<file path="src/hw/rtl/bdc_pkg.sv">
// bdc_pkg: transaction types, fixed-point formats and elaboration-time constant
// builders (atan table, pi, CORDIC gain terms) for the GCJ-02/BD-09 converter.
// No dependencies.
package bdc_pkg;

	localparam int COORD_W   = 36;
	localparam int DP_W      = 64;   // datapath word: coordinates and angles
	localparam int GUARD_BITS = 24;
	localparam int ANG_FRAC  = 60;

	typedef struct packed {
		logic                      func;
		logic signed [COORD_W-1:0] lat_in;
		logic signed [COORD_W-1:0] lon_in;
	} coord_req_t;

	typedef struct packed {
		logic signed [COORD_W-1:0] lat_out;
		logic signed [COORD_W-1:0] lon_out;
	} coord_rsp_t;

	// restoring divide, used only while elaborating constants
	function automatic logic [63:0] udiv64(input logic [63:0] a, input logic [63:0] b);
		logic [64:0] rem;
		logic [63:0] q;
		rem = '0;
		q   = '0;
		for (int i = 63; i >= 0; i--) begin
			rem = {rem[63:0], a[i]};
			if (rem >= {1'b0, b}) begin
				rem  = rem - {1'b0, b};
				q[i] = 1'b1;
			end
		end
		return q;
	endfunction

	// atan(1/n) in radians, ANG_FRAC fraction bits, truncated series
	function automatic logic signed [63:0] atan_recip(input logic [63:0] n);
		logic [63:0]        p;
		logic [63:0]        t;
		logic signed [63:0] s;
		p = udiv64(64'd1 << ANG_FRAC, n);
		s = '0;
		for (int k = 0; k < 64; k++) begin
			if (p != 0) begin
				t = udiv64(p, 64'(2 * k + 1));
				if (k % 2 == 1) s = s - signed'(t);
				else s = s + signed'(t);
				p = udiv64(udiv64(p, n), n);
			end
		end
		return s;
	endfunction

	function automatic logic signed [63:0] quarter_pi();
		return 4 * atan_recip(64'd5) - atan_recip(64'd239);
	endfunction

	localparam logic signed [63:0] ANG_PI      = 4 * quarter_pi();
	localparam logic signed [63:0] ANG_HALF_PI = 2 * quarter_pi();

	function automatic logic signed [63:0] atan_entry(input int i);
		if (i == 0) return quarter_pi();
		return atan_recip(64'd1 << ((i < 47) ? i : 47));
	endfunction

	// 1/K^2 over n CORDIC iterations, ANG_FRAC fraction bits
	function automatic logic [63:0] kinv2_of(input int n);
		logic [63:0] k;
		k = 64'd1 << ANG_FRAC;
		for (int i = 0; i < 64; i++) begin
			if (i < n && 2 * i <= 61) k = k - udiv64(k, (64'd1 << (2 * i)) + 64'd1);
		end
		return k;
	endfunction

	function automatic logic [63:0] isqrt64(input logic [63:0] v_in);
		logic [63:0] v;
		logic [63:0] r;
		logic [63:0] b;
		v = v_in;
		r = '0;
		b = 64'd1 << 62;
		for (int i = 0; i < 32; i++) begin
			if (b > v) b = b >> 2;
		end
		for (int i = 0; i < 32; i++) begin
			if (b != 0) begin
				if (v >= r + b) begin
					v = v - (r + b);
					r = (r >> 1) + b;
				end else begin
					r = r >> 1;
				end
				b = b >> 2;
			end
		end
		return r;
	endfunction

	// angle perturbation amplitude pre-scaled by 1/K
	function automatic logic signed [63:0] ang_term_of(input int n);
		logic [127:0] p;
		logic [63:0]  pang;
		pang = udiv64((64'd3 << 55) + 64'd15625, 64'd31250);
		p = 128'(pang) * 128'(isqrt64(kinv2_of(n)));
		return signed'(p[93:30]);
	endfunction

	function automatic logic signed [63:0] mag_term_of(input int frac);
		return signed'(udiv64((64'd1 << (frac + GUARD_BITS - 3)) + 64'd3125, 64'd6250));
	endfunction

	function automatic logic signed [63:0] off_lat_of(input int frac);
		return signed'(udiv64((64'd3 << frac) + 64'd250, 64'd500));
	endfunction

	function automatic logic signed [63:0] off_lon_of(input int frac);
		return signed'(udiv64((64'd13 << frac) + 64'd1000, 64'd2000));
	endfunction

endpackage

</file>
<file path="src/hw/rtl/bdc_pimul.sv">
// bdc_pimul: two-stage pi * (value mod 2 degrees) angle generator.
// Depends on bdc_pkg.
module bdc_pimul import bdc_pkg::*; #(
	parameter int FRAC_BITS = 26,
	parameter int SIDE_W    = 1
) (
	input  logic                   clk,
	input  logic                   arst_n,
	input  logic                   en,
	input  logic                   vld_i,
	input  logic signed [DP_W-1:0] v_i,
	input  logic [SIDE_W-1:0]      side_i,
	output logic                   vld_o,
	output logic signed [DP_W-1:0] z_o,
	output logic [SIDE_W-1:0]      side_o
);
	localparam int UW = FRAC_BITS + 1;
	localparam int PW = UW + 32;
	localparam int FW = UW + 64;
	localparam logic [63:0] PI_U = 64'(ANG_PI);

	logic [UW-1:0] u;
	logic [UW-1:0] m;
	logic          neg;
	logic [FW-1:0] full;
	logic [63:0]   r;

	logic              vld_s1, vld_s2;
	logic              neg_s1;
	logic [PW-1:0]     plo_s1, phi_s1;
	logic [SIDE_W-1:0] side_s1, side_s2;
	logic signed [DP_W-1:0] z_s2;

	assign u   = v_i[UW-1:0];
	assign neg = u[UW-1];
	assign m   = neg ? (~u + UW'(1)) : u;

	assign full = FW'(plo_s1) + (FW'(phi_s1) << 32);
	assign r    = full[FRAC_BITS+63:FRAC_BITS];

	always_ff @(posedge clk or negedge arst_n) begin
		if (!arst_n) begin
			vld_s1 <= 1'b0;
			vld_s2 <= 1'b0;
		end else if (en) begin
			vld_s1 <= vld_i;
			vld_s2 <= vld_s1;
		end
	end

	always_ff @(posedge clk) begin
		if (en) begin
			neg_s1  <= neg;
			plo_s1  <= PW'(m) * PW'(PI_U[31:0]);
			phi_s1  <= PW'(m) * PW'(PI_U[63:32]);
			side_s1 <= side_i;
			z_s2    <= neg_s1 ? -signed'(r) : signed'(r);
			side_s2 <= side_s1;
		end
	end

	assign vld_o  = vld_s2;
	assign z_o    = z_s2;
	assign side_o = side_s2;
endmodule

</file>
<file path="config.mk">
export PLATFORM = sky130hd
export DESIGN_NAME = bdc_pimul
export DESIGN_NICKNAME = d
export VERILOG_FILES = /design/src/hw/rtl/bdc_pkg.sv /design/src/hw/rtl/bdc_pimul.sv
export SDC_FILE = /design/constraint.sdc
export NUM_CORES = 2
export LEC_CHECK = 0
export BUFFER_PORTS_ARGS = -buffer_cell sky130_fd_sc_hd__buf_2
export CELL_PAD_IN_SITES_DETAIL_PLACEMENT = 0
export CELL_PAD_IN_SITES_GLOBAL_PLACEMENT = 2
export CORE_MARGIN = 5
export CORE_UTILIZATION = 43
export CTS_CLUSTER_DIAMETER = 120
export DETAILED_ROUTE_END_ITERATION = 7
export PLACE_DENSITY_LB_ADDON = 0.05
export SLEW_MARGIN = 20
export SYNTH_ARGS = -nofsm -noshare
export SYNTH_HDL_FRONTEND = slang
export SYNTH_SLANG_ARGS = --single-unit
</file>
<file path="constraint.sdc">
create_clock -name clk -period 5.8 [get_ports clk]
set_input_delay 0 -clock clk [delete_from_list [all_inputs] [get_ports clk]]
set_output_delay 0 -clock clk [all_outputs]
set_load 0.05 [all_outputs]
</file>
==> metrics.yaml <==
detailed_routing:
  wl_um: 101000
  first_pass_iters: 5
  top_layer_used: "met5"
  viasPerCell: 5.11
  drtIter0Drc: 1290
  drcViolationCount: 0
  wl_met3_um: 4180
  avgRoutedWirePerCell_um: 20.8
  num_vias: 24700
  final_antenna_net_count: 0
  met2WireLength_um: 47300
  wl_met1_um: 46200
grt:
  grt_use_total_pct: 26.0
  antenna_found_initial: 4
  overflow: 0
  first_global_vias: 26700
  grt_max_degree: 83
  grt_pass1_wl_um: 155000
logic_synthesis:
  syn_nets: 4127
  yosys_register_bits: 156
  synth_area_leaders: "fa_1, ha_1, edfxtp_1"
  synth_async_sr_flop_share_pct: 1.28
  yosysSeqAreaShare_pct: 15.2
  synthCells: 3084
  netlist_area_um2: 30700
  synth_cell_types: 85
  synth.largest_area_cell: "fa_1"
  synth_top_cell_area_share_pct: 27.2
  syn_area_per_cell_um2: 9.96
  synth-edff-count: 154
  ys.flop_type: "edfxtp_1"
  ys_warn_count: 0
placement:
  port_buffers: 97
  gp_congestion: 0.964
  numPlacedInstances: 4711
  hpwl_um: 89200
clock_tree:
  cts_max_level: 4
  clock_latency_ps: 440
  clockRootBuffer: "clkbuf_16"
  clk_path_buf_depth: 2
  clk_pin_slew_worst_paths_ps: 60
  cts.sinks: 156
  cts_made_buffers: 17
  cts_tree: "done"
finish:
  final_common_cell: "inv_1"
  fillers: 6252
  layout-drive-gt1-share_pct: 31.8
  final_cell_mix: "inv_1, buf_4, ha_1"
  layoutNonFillerInstCount: 4830
  num-nets-final: 4910
  diodes: 0
  syn_to_final_growth_pct: 33.6
worst_hold_path:
  hp-class: "in -> reg"
sta:
  layout_worst_path_cycle_share_pct: 133
  rsz0062_at_grt: "yes"
  report.final.hold_viol_count: 0
  tightest_slew_ps: 893
  setup_viol: 70
  min_period_ps: 7710
  finalWorstSetupSlack_ps: -1910
  finClkSkew_ps: 12.0
  max_freq_mhz: 130
  report.final.slew_viol_count: 0
  timing.max_slew.rel_slack_pct: 40.5
setup_path:
  r2r_slack_ps: 840
  required_ps: 5990
  critPathMostFrequentCell: "fa_1"
  arrival_ps: 7900
  startpoint_type: "input port"
  max_stage_delay_ps: 620
  cp-end-kind: "flip-flop"
  path_max_fanout: 4
  cp_slowest_cell: "fa_1"
  critPathKind: "in -> reg"
die:
  die_x_um: 277
  core_area_um2: 71100
  ioPinCount: 135
  die_area_um2: 76900
  start_util_pct: 43.2
  rows: 98
  die_h_um: 277
job:
  drv_cap: 0
outcome:
  violations: "setup timing"
  status: "complete, but fails checks"
[worst max-delay path: cells and delay by family]
| family | cells | cell delay [ps] |
|---|---|---|
| XOR/XNOR | 2 | 230 |
| buffers and inverters | 5 | 450 |
| AND/OR/NAND/NOR | 6 | 2050 |
| adder cells (fa/ha/maj) | 8 | 3280 |
| AO/OA/AOI/OAI | 8 | 1840 |
[cells in the mapped netlist, drive strengths merged (26+ instances only)]
| master | n |
|---|---|
| a21oi | 112 |
| xor2 | 72 |
| edfxtp | 154 |
| o31ai | 27 |
| nand2 | 105 |
| clkbuf | 29 |
| o21ai | 99 |
| nand3 | 44 |
| and2 | 26 |
| a21o | 69 |
| ha | 557 |
| fa | 417 |
| xnor2 | 171 |
| nand4 | 27 |
| inv | 735 |
| nor2 | 89 |
[per-stage QoR]
stage / setup WS (ps) / utilization, % / hold WS, ps / setup TNS, ps / instance area [µm²]
2_1_floorplan: -2320 / - / -296 / -110420 / 31200
3_3_place_gp: -2630 / 52.6 / -215 / -156640 / 37400
3_5_place_dp: -2710 / 52.6 / -211 / -161620 / 37400
4_1_cts: -1830 / 56.7 / 92.2 / -95000 / 40300
5_1_grt: -2100 / 57.7 / 108 / -110830 / 41000
6_report: -1910 / 57.7 / 85.9 / -98390 / 41000
[what timing repair did]
| action | CTS | global route |
|---|---|---|
| resized for setup | 343 | 103 |
| setup buffers | 85 | 23 |
| hold endpoints to repair | 4 | 0 |
| hold buffers | 4 | 0 |
| pin swaps | 240 | 93 |
| endpoints found under the setup margin | 74 | 74 |
| gates cloned | 0 | 0 |
[cells by family (layout without fill, tap and decap cells)]
logic type,after synthesis,after routing,synth area share (%)
buffers and inverters,775,1571,9.52
and+or+nand+nor,448,448,7.69
AOI/OAI and AO/OA,485,485,10.6
DFF,156,156,15.2
muxes,3,3,0.106
xor gates and xnor gates,243,243,6.93
adders and majority gates,974,974,49.9
[cell type report]
type | count | area [µm²] | area share [%]
flip-flops and latches | 156 | 4670 | 11.4
well taps | 950 | 1190 | 2.90
clock inverters | 15 | 203 | 0.494
clock buffers | 17 | 425 | 1.04
multi-input cells | 2153 | 25500 | 62.2
repair buffers | 803 | 6220 | 15.2
inverters | 736 | 2780 | 6.78
[final timing paths]
kind,start,endpoint,cells after the start
max in group asynchronous,arst_n,vld_o,3
worst max-delay path,v_i[12],phi_s1[55],29
worst max register to register,phi_s1[13],z_o[59],12
min in group asynchronous,arst_n,vld_s1,3
worst min register to register,side_s1,side_o,0
worst min-delay path,en,phi_s1[47],1
[registers in the layout (all words and copies together), names as in the netlist]
signal and cells:
neg_s1 1, z_o 64, phi_s1 54, vld_o 1, side_o 1, vld_s1 1
side_s1 1, plo_s1 33
[metal layers]
metal / up-vias / GRT usage (%)
met5: - / 0
met4: 2 / 6.80
met3: 109 / 2.78
met2: 477 / 43.1
met1: 12300 / 36.6
li1: 11800 / -
Power is not shown: default switching activity piles up to over one toggle a cycle in this logic, so the estimate is an artifact.
