<file path="src/hw/rtl/bdc_pkg.sv">
// bdc_pkg: transaction types, fixed-point formats and elaboration-time constant
// builders (atan table, pi, CORDIC gain terms) for the GCJ-02/BD-09 converter.
// No dependencies.
package bdc_pkg;

	localparam int COORD_W   = 36;
	localparam int DP_W      = 64;   // datapath word: coordinates and angles
	localparam int GUARD_BITS = 24;
	localparam int ANG_FRAC  = 60;

	typedef struct packed {
		logic                      func;
		logic signed [COORD_W-1:0] lat_in;
		logic signed [COORD_W-1:0] lon_in;
	} coord_req_t;

	typedef struct packed {
		logic signed [COORD_W-1:0] lat_out;
		logic signed [COORD_W-1:0] lon_out;
	} coord_rsp_t;

	// restoring divide, used only while elaborating constants
	function automatic logic [63:0] udiv64(input logic [63:0] a, input logic [63:0] b);
		logic [64:0] rem;
		logic [63:0] q;
		rem = '0;
		q   = '0;
		for (int i = 63; i >= 0; i--) begin
			rem = {rem[63:0], a[i]};
			if (rem >= {1'b0, b}) begin
				rem  = rem - {1'b0, b};
				q[i] = 1'b1;
			end
		end
		return q;
	endfunction

	// atan(1/n) in radians, ANG_FRAC fraction bits, truncated series
	function automatic logic signed [63:0] atan_recip(input logic [63:0] n);
		logic [63:0]        p;
		logic [63:0]        t;
		logic signed [63:0] s;
		p = udiv64(64'd1 << ANG_FRAC, n);
		s = '0;
		for (int k = 0; k < 64; k++) begin
			if (p != 0) begin
				t = udiv64(p, 64'(2 * k + 1));
				if (k % 2 == 1) s = s - signed'(t);
				else s = s + signed'(t);
				p = udiv64(udiv64(p, n), n);
			end
		end
		return s;
	endfunction

	function automatic logic signed [63:0] quarter_pi();
		return 4 * atan_recip(64'd5) - atan_recip(64'd239);
	endfunction

	localparam logic signed [63:0] ANG_PI      = 4 * quarter_pi();
	localparam logic signed [63:0] ANG_HALF_PI = 2 * quarter_pi();

	function automatic logic signed [63:0] atan_entry(input int i);
		if (i == 0) return quarter_pi();
		return atan_recip(64'd1 << ((i < 47) ? i : 47));
	endfunction

	// 1/K^2 over n CORDIC iterations, ANG_FRAC fraction bits
	function automatic logic [63:0] kinv2_of(input int n);
		logic [63:0] k;
		k = 64'd1 << ANG_FRAC;
		for (int i = 0; i < 64; i++) begin
			if (i < n && 2 * i <= 61) k = k - udiv64(k, (64'd1 << (2 * i)) + 64'd1);
		end
		return k;
	endfunction

	function automatic logic [63:0] isqrt64(input logic [63:0] v_in);
		logic [63:0] v;
		logic [63:0] r;
		logic [63:0] b;
		v = v_in;
		r = '0;
		b = 64'd1 << 62;
		for (int i = 0; i < 32; i++) begin
			if (b > v) b = b >> 2;
		end
		for (int i = 0; i < 32; i++) begin
			if (b != 0) begin
				if (v >= r + b) begin
					v = v - (r + b);
					r = (r >> 1) + b;
				end else begin
					r = r >> 1;
				end
				b = b >> 2;
			end
		end
		return r;
	endfunction

	// angle perturbation amplitude pre-scaled by 1/K
	function automatic logic signed [63:0] ang_term_of(input int n);
		logic [127:0] p;
		logic [63:0]  pang;
		pang = udiv64((64'd3 << 55) + 64'd15625, 64'd31250);
		p = 128'(pang) * 128'(isqrt64(kinv2_of(n)));
		return signed'(p[93:30]);
	endfunction

	function automatic logic signed [63:0] mag_term_of(input int frac);
		return signed'(udiv64((64'd1 << (frac + GUARD_BITS - 3)) + 64'd3125, 64'd6250));
	endfunction

	function automatic logic signed [63:0] off_lat_of(input int frac);
		return signed'(udiv64((64'd3 << frac) + 64'd250, 64'd500));
	endfunction

	function automatic logic signed [63:0] off_lon_of(input int frac);
		return signed'(udiv64((64'd13 << frac) + 64'd1000, 64'd2000));
	endfunction

endpackage

</file>
<file path="src/hw/rtl/bdc_finish.sv">
// bdc_finish: 1/K^2 gain removal (split 64x64 multiply), rounding to the
// output format, offset add and saturation; five stages. Depends on bdc_pkg.
module bdc_finish import bdc_pkg::*; #(
	parameter logic [63:0] KINV2 = 64'd0
) (
	input  logic                      clk,
	input  logic                      arst_n,
	input  logic                      en,
	input  logic                      vld_i,
	input  logic signed [DP_W-1:0]    v_i,
	input  logic signed [DP_W-1:0]    off_i,
	output logic                      vld_o,
	output logic signed [COORD_W-1:0] r_o
);
	localparam logic signed [DP_W-1:0] SAT_HI = (64'sd1 <<< (COORD_W - 1)) - 64'sd1;
	localparam logic signed [DP_W-1:0] SAT_LO = -(64'sd1 <<< (COORD_W - 1));
	localparam logic signed [DP_W-1:0] RND    = 64'sd1 <<< (GUARD_BITS - 1);

	logic vld_s1, vld_s2, vld_s3, vld_s4, vld_s5;
	logic neg_s1, neg_s2, neg_s3;
	logic [63:0] m_s1;
	logic [63:0] pp00_s2, pp01_s2, pp10_s2, pp11_s2;
	logic [63:0] r_s3;
	logic signed [DP_W-1:0] s_s4;
	logic signed [DP_W-1:0] off_s1, off_s2, off_s3, off_s4;
	logic signed [COORD_W-1:0] res_s5;

	logic [127:0] prod;
	logic signed [DP_W-1:0] t;
	logic signed [COORD_W-1:0] sat;

	assign prod = {64'd0, pp00_s2} + ({64'd0, pp01_s2} << 32) + ({64'd0, pp10_s2} << 32)
		+ {pp11_s2, 64'd0};

	assign t = (s_s4 >>> GUARD_BITS) + off_s4;

	always_comb begin
		if (t > SAT_HI) sat = SAT_HI[COORD_W-1:0];
		else if (t < SAT_LO) sat = SAT_LO[COORD_W-1:0];
		else sat = t[COORD_W-1:0];
	end

	always_ff @(posedge clk or negedge arst_n) begin
		if (!arst_n) begin
			vld_s1 <= 1'b0;
			vld_s2 <= 1'b0;
			vld_s3 <= 1'b0;
			vld_s4 <= 1'b0;
			vld_s5 <= 1'b0;
		end else if (en) begin
			vld_s1 <= vld_i;
			vld_s2 <= vld_s1;
			vld_s3 <= vld_s2;
			vld_s4 <= vld_s3;
			vld_s5 <= vld_s4;
		end
	end

	always_ff @(posedge clk) begin
		if (en) begin
			neg_s1  <= v_i < 0;
			m_s1    <= (v_i < 0) ? unsigned'(-v_i) : unsigned'(v_i);
			off_s1  <= off_i;
			pp00_s2 <= 64'(m_s1[31:0]) * 64'(KINV2[31:0]);
			pp01_s2 <= 64'(m_s1[31:0]) * 64'(KINV2[63:32]);
			pp10_s2 <= 64'(m_s1[63:32]) * 64'(KINV2[31:0]);
			pp11_s2 <= 64'(m_s1[63:32]) * 64'(KINV2[63:32]);
			neg_s2  <= neg_s1;
			off_s2  <= off_s1;
			r_s3    <= prod[ANG_FRAC+63:ANG_FRAC];
			neg_s3  <= neg_s2;
			off_s3  <= off_s2;
			s_s4    <= (neg_s3 ? -signed'(r_s3) : signed'(r_s3)) + RND;
			off_s4  <= off_s3;
			res_s5  <= sat;
		end
	end

	assign vld_o = vld_s5;
	assign r_o   = res_s5;
endmodule

</file>
<file path="config.mk">
export PLATFORM = sky130hd
export DESIGN_NAME = bdc_finish
export DESIGN_NICKNAME = d
export VERILOG_FILES = /design/src/hw/rtl/bdc_pkg.sv /design/src/hw/rtl/bdc_finish.sv
export SDC_FILE = /design/constraint.sdc
export NUM_CORES = 1
export LEC_CHECK = 0
export ABC_AREA = 0
export BUFFER_PORTS_ARGS = -buffer_cell sky130_fd_sc_hd__clkbuf_2
export CORE_MARGIN = 2
export CORE_UTILIZATION = 52
export DETAILED_ROUTE_END_ITERATION = 10
export HOLD_SLACK_MARGIN = 0.03
export MAX_ROUTING_LAYER = met4
export PLACE_DENSITY = 0.74
export SYNTH_ARGS = -nofsm -noshare
export SYNTH_HDL_FRONTEND = slang
export SYNTH_SLANG_ARGS = --single-unit
export TNS_END_PERCENT = 30
</file>
<file path="constraint.sdc">
create_clock -name clk -period 3.3 [get_ports clk]
set_input_delay 0.99 -clock clk [delete_from_list [all_inputs] [get_ports clk]]
set_output_delay 0.99 -clock clk [all_outputs]
set_load 0.005 [all_outputs]
</file>
==> results of run 1 <==
metrics by stage:
step	hold slack (ns)	util [%]	setup WS (ns)	instances
global route	0.250	62.2	0.799	849
detailed placement	0.405	57.4	0.951	798
finish	0.273	62.2	0.920	849
CTS	0.251	62.2	0.906	849
global placement	0.401	57.4	1.00	798
floorplan	0.400	-	1.50	452
worst register-to-register path: stages, from the launching register on:
cell and delay [ns]:
edfxtp_1 0.38, or4_1 0.58, nor2_4 0.71, a31oi_1 0.24
a21o_1 0.21
cells in the mapped netlist:
master / instances
nor2_4: 1
nand2_1: 1
or2_2: 1
mux2_2: 5
and2_1: 1
or4_1: 2
a21o_1: 35
buf_2: 11
buf_6: 4
a31oi_1: 35
nand4_1: 6
and4_1: 1
buf_4: 3
or4_4: 1
nor3_1: 6
nand3_1: 1
nor4_1: 5
clkbuf_1: 3
edfxtp_1: 292
nor3_2: 30
buf_12: 3
dfrtp_1: 5
registers in the layout (all words and copies together) (netlist names):
| name | count |
|---|---|
| vld_s2 | 1 |
| vld_s1 | 1 |
| vld_s4 | 1 |
| off_s1 | 64 |
| vld_s3 | 1 |
| r_o | 36 |
| off_s4 | 64 |
| vld_o | 1 |
| off_s3 | 64 |
| off_s2 | 64 |
power by group:
part	total [mW]	leakage, nW	switching (mW)	internal [mW]
registers	4.53	2.92	0.0837	4.44
clock network	3.16	0.441	1.23	1.93
logic	0.226	0.844	0.137	0.0889
kinds of logic after synthesis:
family	after synthesis
compound gates	70
simple gates	56
flops	297
buf+inv	24
mux	5
routing by layer:
metal  vias up  track usage (%)  wire (um)
li1       2069                -          -
met1      2171             17.6       5610
met2       137             23.7       7210
met3        29             3.40        982
met4         0             4.54        240
met5         -                -          0
final cells by class:
| cell class | count | area (sq um) | area share (%) |
|---|---|---|---|
| timing repair buffer | 110 | 613 | 5.21 |
| clock buffer | 42 | 774 | 6.59 |
| sequential | 297 | 8890 | 75.6 |
| multi-input combinational | 131 | 1000 | 8.54 |
| clock inverter | 9 | 149 | 1.27 |
| tap | 260 | 325 | 2.77 |
path summary, 6_finish.rpt:
path | slack [ns] | from | end
min in group clk | 0.41 | off_s1[4]$_DFFE_PP_ | off_s2[4]$_DFFE_PP_
hold / removal | 0.27 | arst_n | vld_s2$_DFFE_PN0P_
setup / recovery | 0.92 | off_s4[42]$_DFFE_PP_ | r_o[12]$_SDFFCE_PN1P_
max in group asynchronous | 2.90 | arst_n | vld_o$_DFFE_PN0P_
hold reg to reg | 0.41 | off_s1[4]$_DFFE_PP_ | off_s2[4]$_DFFE_PP_
setup reg to reg | 0.92 | off_s4[42]$_DFFE_PP_ | r_o[12]$_SDFFCE_PN1P_
==> impl_metrics.env, run 1 <==
export IMPL_clock_sinks=297
export IMPL_cts_setup_buffers=0
export IMPL_nets=701
export IMPL_antenna_violations_before_repair=0
export IMPL_die_area_sq_um=20500
export IMPL_dieHeight_um=143
export IMPL_area_leader_netlist="edfxtp_1"
export IMPL_yosys_mux_area_fraction_pct=0.558
export IMPL_worstPathCellList="or4_1 -> nor2_4 -> a31oi_1 -> a21o_1"
export IMPL_critPathLaunchType="register"
export IMPL_worstPathBufferInverterCount=0
export IMPL_vdd_ir_drop_max_mv=0.499
export IMPL_worst_path_max_fanout=35
export IMPL_die_width_um=143
export IMPL_finalClockSkew_ns=0.0131
export IMPL_crit_type="register to register"
export IMPL_grt_remaining_overflow=0
export IMPL_fillers=1346
export IMPL_slew_headroom_pct=30.4
export IMPL_r2r_worst_path_cells=4
export IMPL_slowest_delay_ns=0.71
export IMPL_synth_adder_area_share_pct=0
export IMPL_antenna_cells_inserted=0
export IMPL_drt_iter0_drc=262
export IMPL_vias=4406
export IMPL_first_drt_pass_iteration_count=4
export IMPL_post_synth_and_or_nand_nor_area_fraction_pct=4.62
export IMPL_period_share_pct=72.1
export IMPL_global_route_usage_total_pct=14.3
export IMPL_critPathTopFamily="simple AND/OR/NAND/NOR gates"
export IMPL_synth_top_family_by_area="compound AO/OA/AOI/OAI gates"
export IMPL_area_growth_pct=16.5
export IMPL_synth_area_sq_um=10100
export IMPL_postSynthRegisterBits=297
export IMPL_synthesis_nets=584
export IMPL_ys_warn_count=0
export IMPL_io_pins=169
export IMPL_synth_compound_area_share_pct=4.77
export IMPL_most_common_layout_cells="edfxtp_1, clkbuf_2, a31oi_1, a21o_1, nor3_2"
export IMPL_final_setup_tns_ns=0
export IMPL_total_leakage_power_nw=4.20
export IMPL_worst_path_max_delay_cell="nor2_4"
export IMPL_cp_data_arrival_time_ns=2.65
export IMPL_layout_cells_most_common="edfxtp_1"
export IMPL_count_of_input_and_output_buffers=104
export IMPL_grt_setup_unrepaired="no"
export IMPL_cts_root_buf="clkbuf_16"
export IMPL_timing_fmax_mhz=420
export IMPL_h_tree_depth=1
export IMPL_wire_length_of_the_first_global_routing_pass_um=22100
export IMPL_worstHoldPathType="primary input to asynchronous set/reset pin"
export IMPL_syn_inst=452
export IMPL_placed_cell_area_sq_um=10800
export IMPL_cts_resized_gates=0
export IMPL_timing_critical_path_to_type="register"
export IMPL_drive_above_1_share_pct=31.2
export IMPL_crit_cells=4
export IMPL_wl_per_cell_um=16.5
export IMPL_tritoncts_num_buffers=29
export IMPL_final_number_of_hold_violating_endpoints=0
export IMPL_gp_congestion=0.759
export IMPL_critical_path_required_ns=3.57
export IMPL_total_power_mw=7.92
export IMPL_syn_avg_cell_area_sq_um=22.3
export IMPL_timing_final_crit_period_ns=2.38
export IMPL_postCtsHoldBufs=0
export IMPL_drv_cap=0
export IMPL_largest_net_degree_at_the_start_of_global_routing=86
export IMPL_final_area_sq_um=11800
export IMPL_aggregate_routed_wire_length_um=14000
export IMPL_slew_viol_final=0
export IMPL_tritoncts="done"
export IMPL_detail_route_antenna_nets=0
export IMPL_starting_density_of_the_core_pct=53.4
export IMPL_max_root_sink_buffers=3
export IMPL_hpwlAfterDp_um=8190
export IMPL_grt_pass1_vias=4452
export IMPL_clk_latency_ns=0.53
export IMPL_coreArea_sq_um=18900
export IMPL_cellPowerDensity_nw_per_um2=673
export IMPL_routed_via_density=5.19
export IMPL_max_slew_worst_pin_slew_ns=1.04
export IMPL_synth_area_top_cells="edfxtp_1, nor3_2, a21o_1"
export IMPL_ys_types=22
export IMPL_sequential_to_total_area_share_from_yosys_stat_pct=88.1
export IMPL_clkSlewWorstSetupHoldPaths_ns=0.06
export IMPL_synth_top_area_share_pct=86.9
export IMPL_rows=50
export IMPL_outcome="finished clean"
export IMPL_finalSetupViolations=0
export IMPL_synth_xor_area_share_pct=0
export IMPL_route_detailed_drc=0
No activity file was read; power rests on OpenSTA's default activity.
==> run 2: changes to the inputs <==
--- a/config.mk
+++ b/config.mk
@@ -5,7 +5,7 @@
 export SDC_FILE = /design/constraint.sdc
 export NUM_CORES = 1
 export LEC_CHECK = 0
-export ABC_AREA = 0
+export ABC_AREA = 1
 export BUFFER_PORTS_ARGS = -buffer_cell sky130_fd_sc_hd__clkbuf_2
 export CORE_MARGIN = 2
 export CORE_UTILIZATION = 52
==> constraint.sdc (replaced) <==
create_clock -name clk -period 2.4 [get_ports clk]
set_input_delay 0.72 -clock clk [delete_from_list [all_inputs] [get_ports clk]]
set_output_delay 0.72 -clock clk [all_outputs]
set_load 0.005 [all_outputs]
==> run 2 against run 1 <==
  * Die area is 5.5% lower
  * Worst setup slack got worse by 0.33 ns
  * Synthesized cell count is 1.5% lower
  * Critical path depth decreased by 3
  * Critical endpoint is now r_o[2]
  * Largest power group unchanged
  * Sequential power increased by 37%
  * Cell count decreased by 1.5%
  * Hold slack improved by 0.10 ns
  * Combinational power up 35%
  * First-iteration DRC count decreased by 19%
  * Via count fell by 9.6%
==> impl_metrics.env, run 2 <==
export IMPL_outcome="finished clean"
export IMPL_postSynthRegisterBits=297
export IMPL_total_leakage_power_nw=4.19
export IMPL_finalSetupViolations=0
export IMPL_fillers=1239
export IMPL_global_route_usage_total_pct=13.0
export IMPL_slew_viol_final=0
export IMPL_slowest_delay_ns=0.43
export IMPL_finalWorstSetupSlack_ns=0.589
export IMPL_final_setup_tns_ns=0
export IMPL_most_common_layout_cells="edfxtp_1, clkbuf_2, nand2_1"
export IMPL_routed_via_density=4.76
export IMPL_starting_density_of_the_core_pct=53.0
export IMPL_timing_final_crit_period_ns=1.81
export IMPL_multi_input_area_sq_um=541
export IMPL_netlist_top_cells_count="edfxtp_1, nand2_1, nor2_1"
export IMPL_synth_area_sq_um=9520
export IMPL_final_number_of_hold_violating_endpoints=0
export IMPL_clk_latency_ns=0.52
export IMPL_route_detailed_drc=0
export IMPL_ys_types=13
export IMPL_yosysMostFrequentCell="edfxtp_1"
export IMPL_grt_remaining_overflow=0
export IMPL_area_leader_netlist="edfxtp_1"
export IMPL_gp_congestion=0.730
export IMPL_area_growth_pct=19.4
export IMPL_antenna_violations_before_repair=0
export IMPL_worstPathBufferInverterCount=1
export IMPL_hold_depth=1
export IMPL_drive_above_1_share_pct=27.2
export IMPL_timing_critical_path_to_type="primary output"
export IMPL_aggregate_routed_wire_length_um=12100
export IMPL_critPathLaunchType="register"
export IMPL_largest_net_degree_at_the_start_of_global_routing=82
export IMPL_h_tree_depth=1
export IMPL_asyncSetResetFlopFracSynth_pct=1.68
export IMPL_syn_avg_cell_area_sq_um=21.4
export IMPL_tritoncts="done"
export IMPL_detail_route_antenna_nets=0
export IMPL_grt_pass1_vias=4000
export IMPL_count_of_input_and_output_buffers=104
export IMPL_worstHoldPathType="primary input to register"
export IMPL_rows=49
export IMPL_cp_data_arrival_time_ns=1.09
export IMPL_vdd_ir_drop_max_mv=0.764
export IMPL_timing_fmax_mhz=552
export IMPL_worstPathCellList="clkbuf_2"
export IMPL_wl_per_cell_um=14.4
export IMPL_slew_headroom_pct=56.0
export IMPL_drv_cap=0
export IMPL_synth_area_top_cells="edfxtp_1, nand2_1, dfrtp_1"
export IMPL_critical_path_required_ns=1.68
export IMPL_cellPowerDensity_nw_per_um2=943
export IMPL_sequential_to_total_area_share_from_yosys_stat_pct=93.5
export IMPL_grt_setup_unrepaired="no"
export IMPL_synth_edf_count=292
export IMPL_max_root_sink_buffers=3
export IMPL_die_area_sq_um=19400
export IMPL_critPathTopFamily="flip-flops"
export IMPL_clock_sinks=297
export IMPL_synth_top_area_share_pct=92.1
export IMPL_dieHeight_um=139
export IMPL_hpwlAfterDp_um=7270
export IMPL_synthesis_nets=577
export IMPL_io_pins=169
export IMPL_period_share_pct=75.4
export IMPL_tritoncts_num_buffers=28
export IMPL_total_power_mw=10.7
export IMPL_vias=3981
export IMPL_antenna_cells_inserted=0
export IMPL_wire_length_of_the_first_global_routing_pass_um=19500
export IMPL_max_slew_worst_pin_slew_ns=0.657
export IMPL_die_width_um=139
export IMPL_finalClockSkew_ns=0.00603
export IMPL_coreArea_sq_um=18000
export IMPL_synth_flop_cell="edfxtp_1"
export IMPL_cts_resized_gates=0
export IMPL_layout_cells_most_common="edfxtp_1"
export IMPL_worst_path_max_delay_cell="edfxtp_1"
export IMPL_crit_cells=1
export IMPL_drt_iter0_drc=211
export IMPL_worst_path_max_fanout=1
export IMPL_dp_slack_ns=0.626
export IMPL_syn_inst=445
export IMPL_r2r_worst_path_cells=7
export IMPL_ff_latch_area_sq_um=8890
export IMPL_nets=717
export IMPL_ys_warn_count=0
export IMPL_cts_root_buf="clkbuf_16"
export IMPL_first_drt_pass_iteration_count=5
export IMPL_clkSlewWorstSetupHoldPaths_ns=0.06
export IMPL_crit_type="register to primary output"
run 2: cell count changes after synthesis, moves of 5 or more:
| cell | change |
|---|---|
| nand2_1 | +99 |
| nor2_1 | +29 |
| buf_2 | -11 |
| nor3_1 | -6 |
| a31oi_1 | -35 |
| nand4_1 | -6 |
| a21o_1 | -35 |
| nor4_1 | -5 |
| nor3_2 | -30 |
run 2: cell families after synthesis:
group | after synthesis | share of synthesized area (%)
AO/OA/AOI/OAI | 5 | 0.408
AND/OR/NAND/NOR | 130 | 5.15
multiplexers | 1 | 0.118
flip-flops | 297 | 93.5
buffers and inverters | 12 | 0.868
run 2: final cells by class:
class | count | share of cell area (%)
clock inverter | 17 | 1.24
sequential | 297 | 78.3
tap | 229 | 2.52
timing repair buffer | 118 | 6.28
clock buffer | 35 | 6.76
multi-input combinational | 136 | 4.76
inverter | 4 | 0.132
run 2: per-layer routing:
| layer | track usage, % | share of wire, % |
|---|---|---|
| met2 | 22.2 | 52 |
| met5 | - | 0 |
| met3 | 2.75 | 5.7 |
| met1 | 15.4 | 40 |
| met4 | 4.68 | 2.1 |
run 2: worst paths after layout:
| path | startpoint | end | slack [ns] |
|---|---|---|---|
| max | r_o[2]$_SDFFCE_PN1P_ | r_o[2] | 0.59 |
| min | off_i[8] | off_s1[8]$_DFFE_PP_ | 0.37 |
| max reg2reg | off_s4[63]$_DFFE_PP_ | r_o[33]$_SDFFCE_PN1P_ | 0.64 |
| min reg2reg | off_s3[63]$_DFFE_PP_ | off_s4[63]$_DFFE_PP_ | 0.41 |
| max in group asynchronous | arst_n | vld_s2$_DFFE_PN0P_ | 1.70 |
| min in group asynchronous | arst_n | vld_s3$_DFFE_PN0P_ | 0.56 |
run 2: through the flow:
stage	cell area, sq um	cells	hold slack (ns)	utilization (%)
global placement	10400	783	0.401	58.1
detailed placement	10400	783	0.405	58.1
finish	11400	836	0.373	63.2
floorplan	9520	445	0.400	-
CTS	11400	836	0.352	63.2
global route	11400	836	0.345	63.2
run 2: what timing repair did:
| item | in CTS | in global routing |
|---|---|---|
| hold buffers | 1 | 0 |
| setup buffers | 0 | 0 |
| endpoints found under the setup margin | 0 | 0 |
| endpoints found under the hold margin | 5 | 0 |
run 2: report_power, final:
group | internal (mW) | switching [mW]
sequential | 6.10 | 0.0973
clock | 2.48 | 1.72
combinational | 0.121 | 0.185
total | 8.71 | 2.01
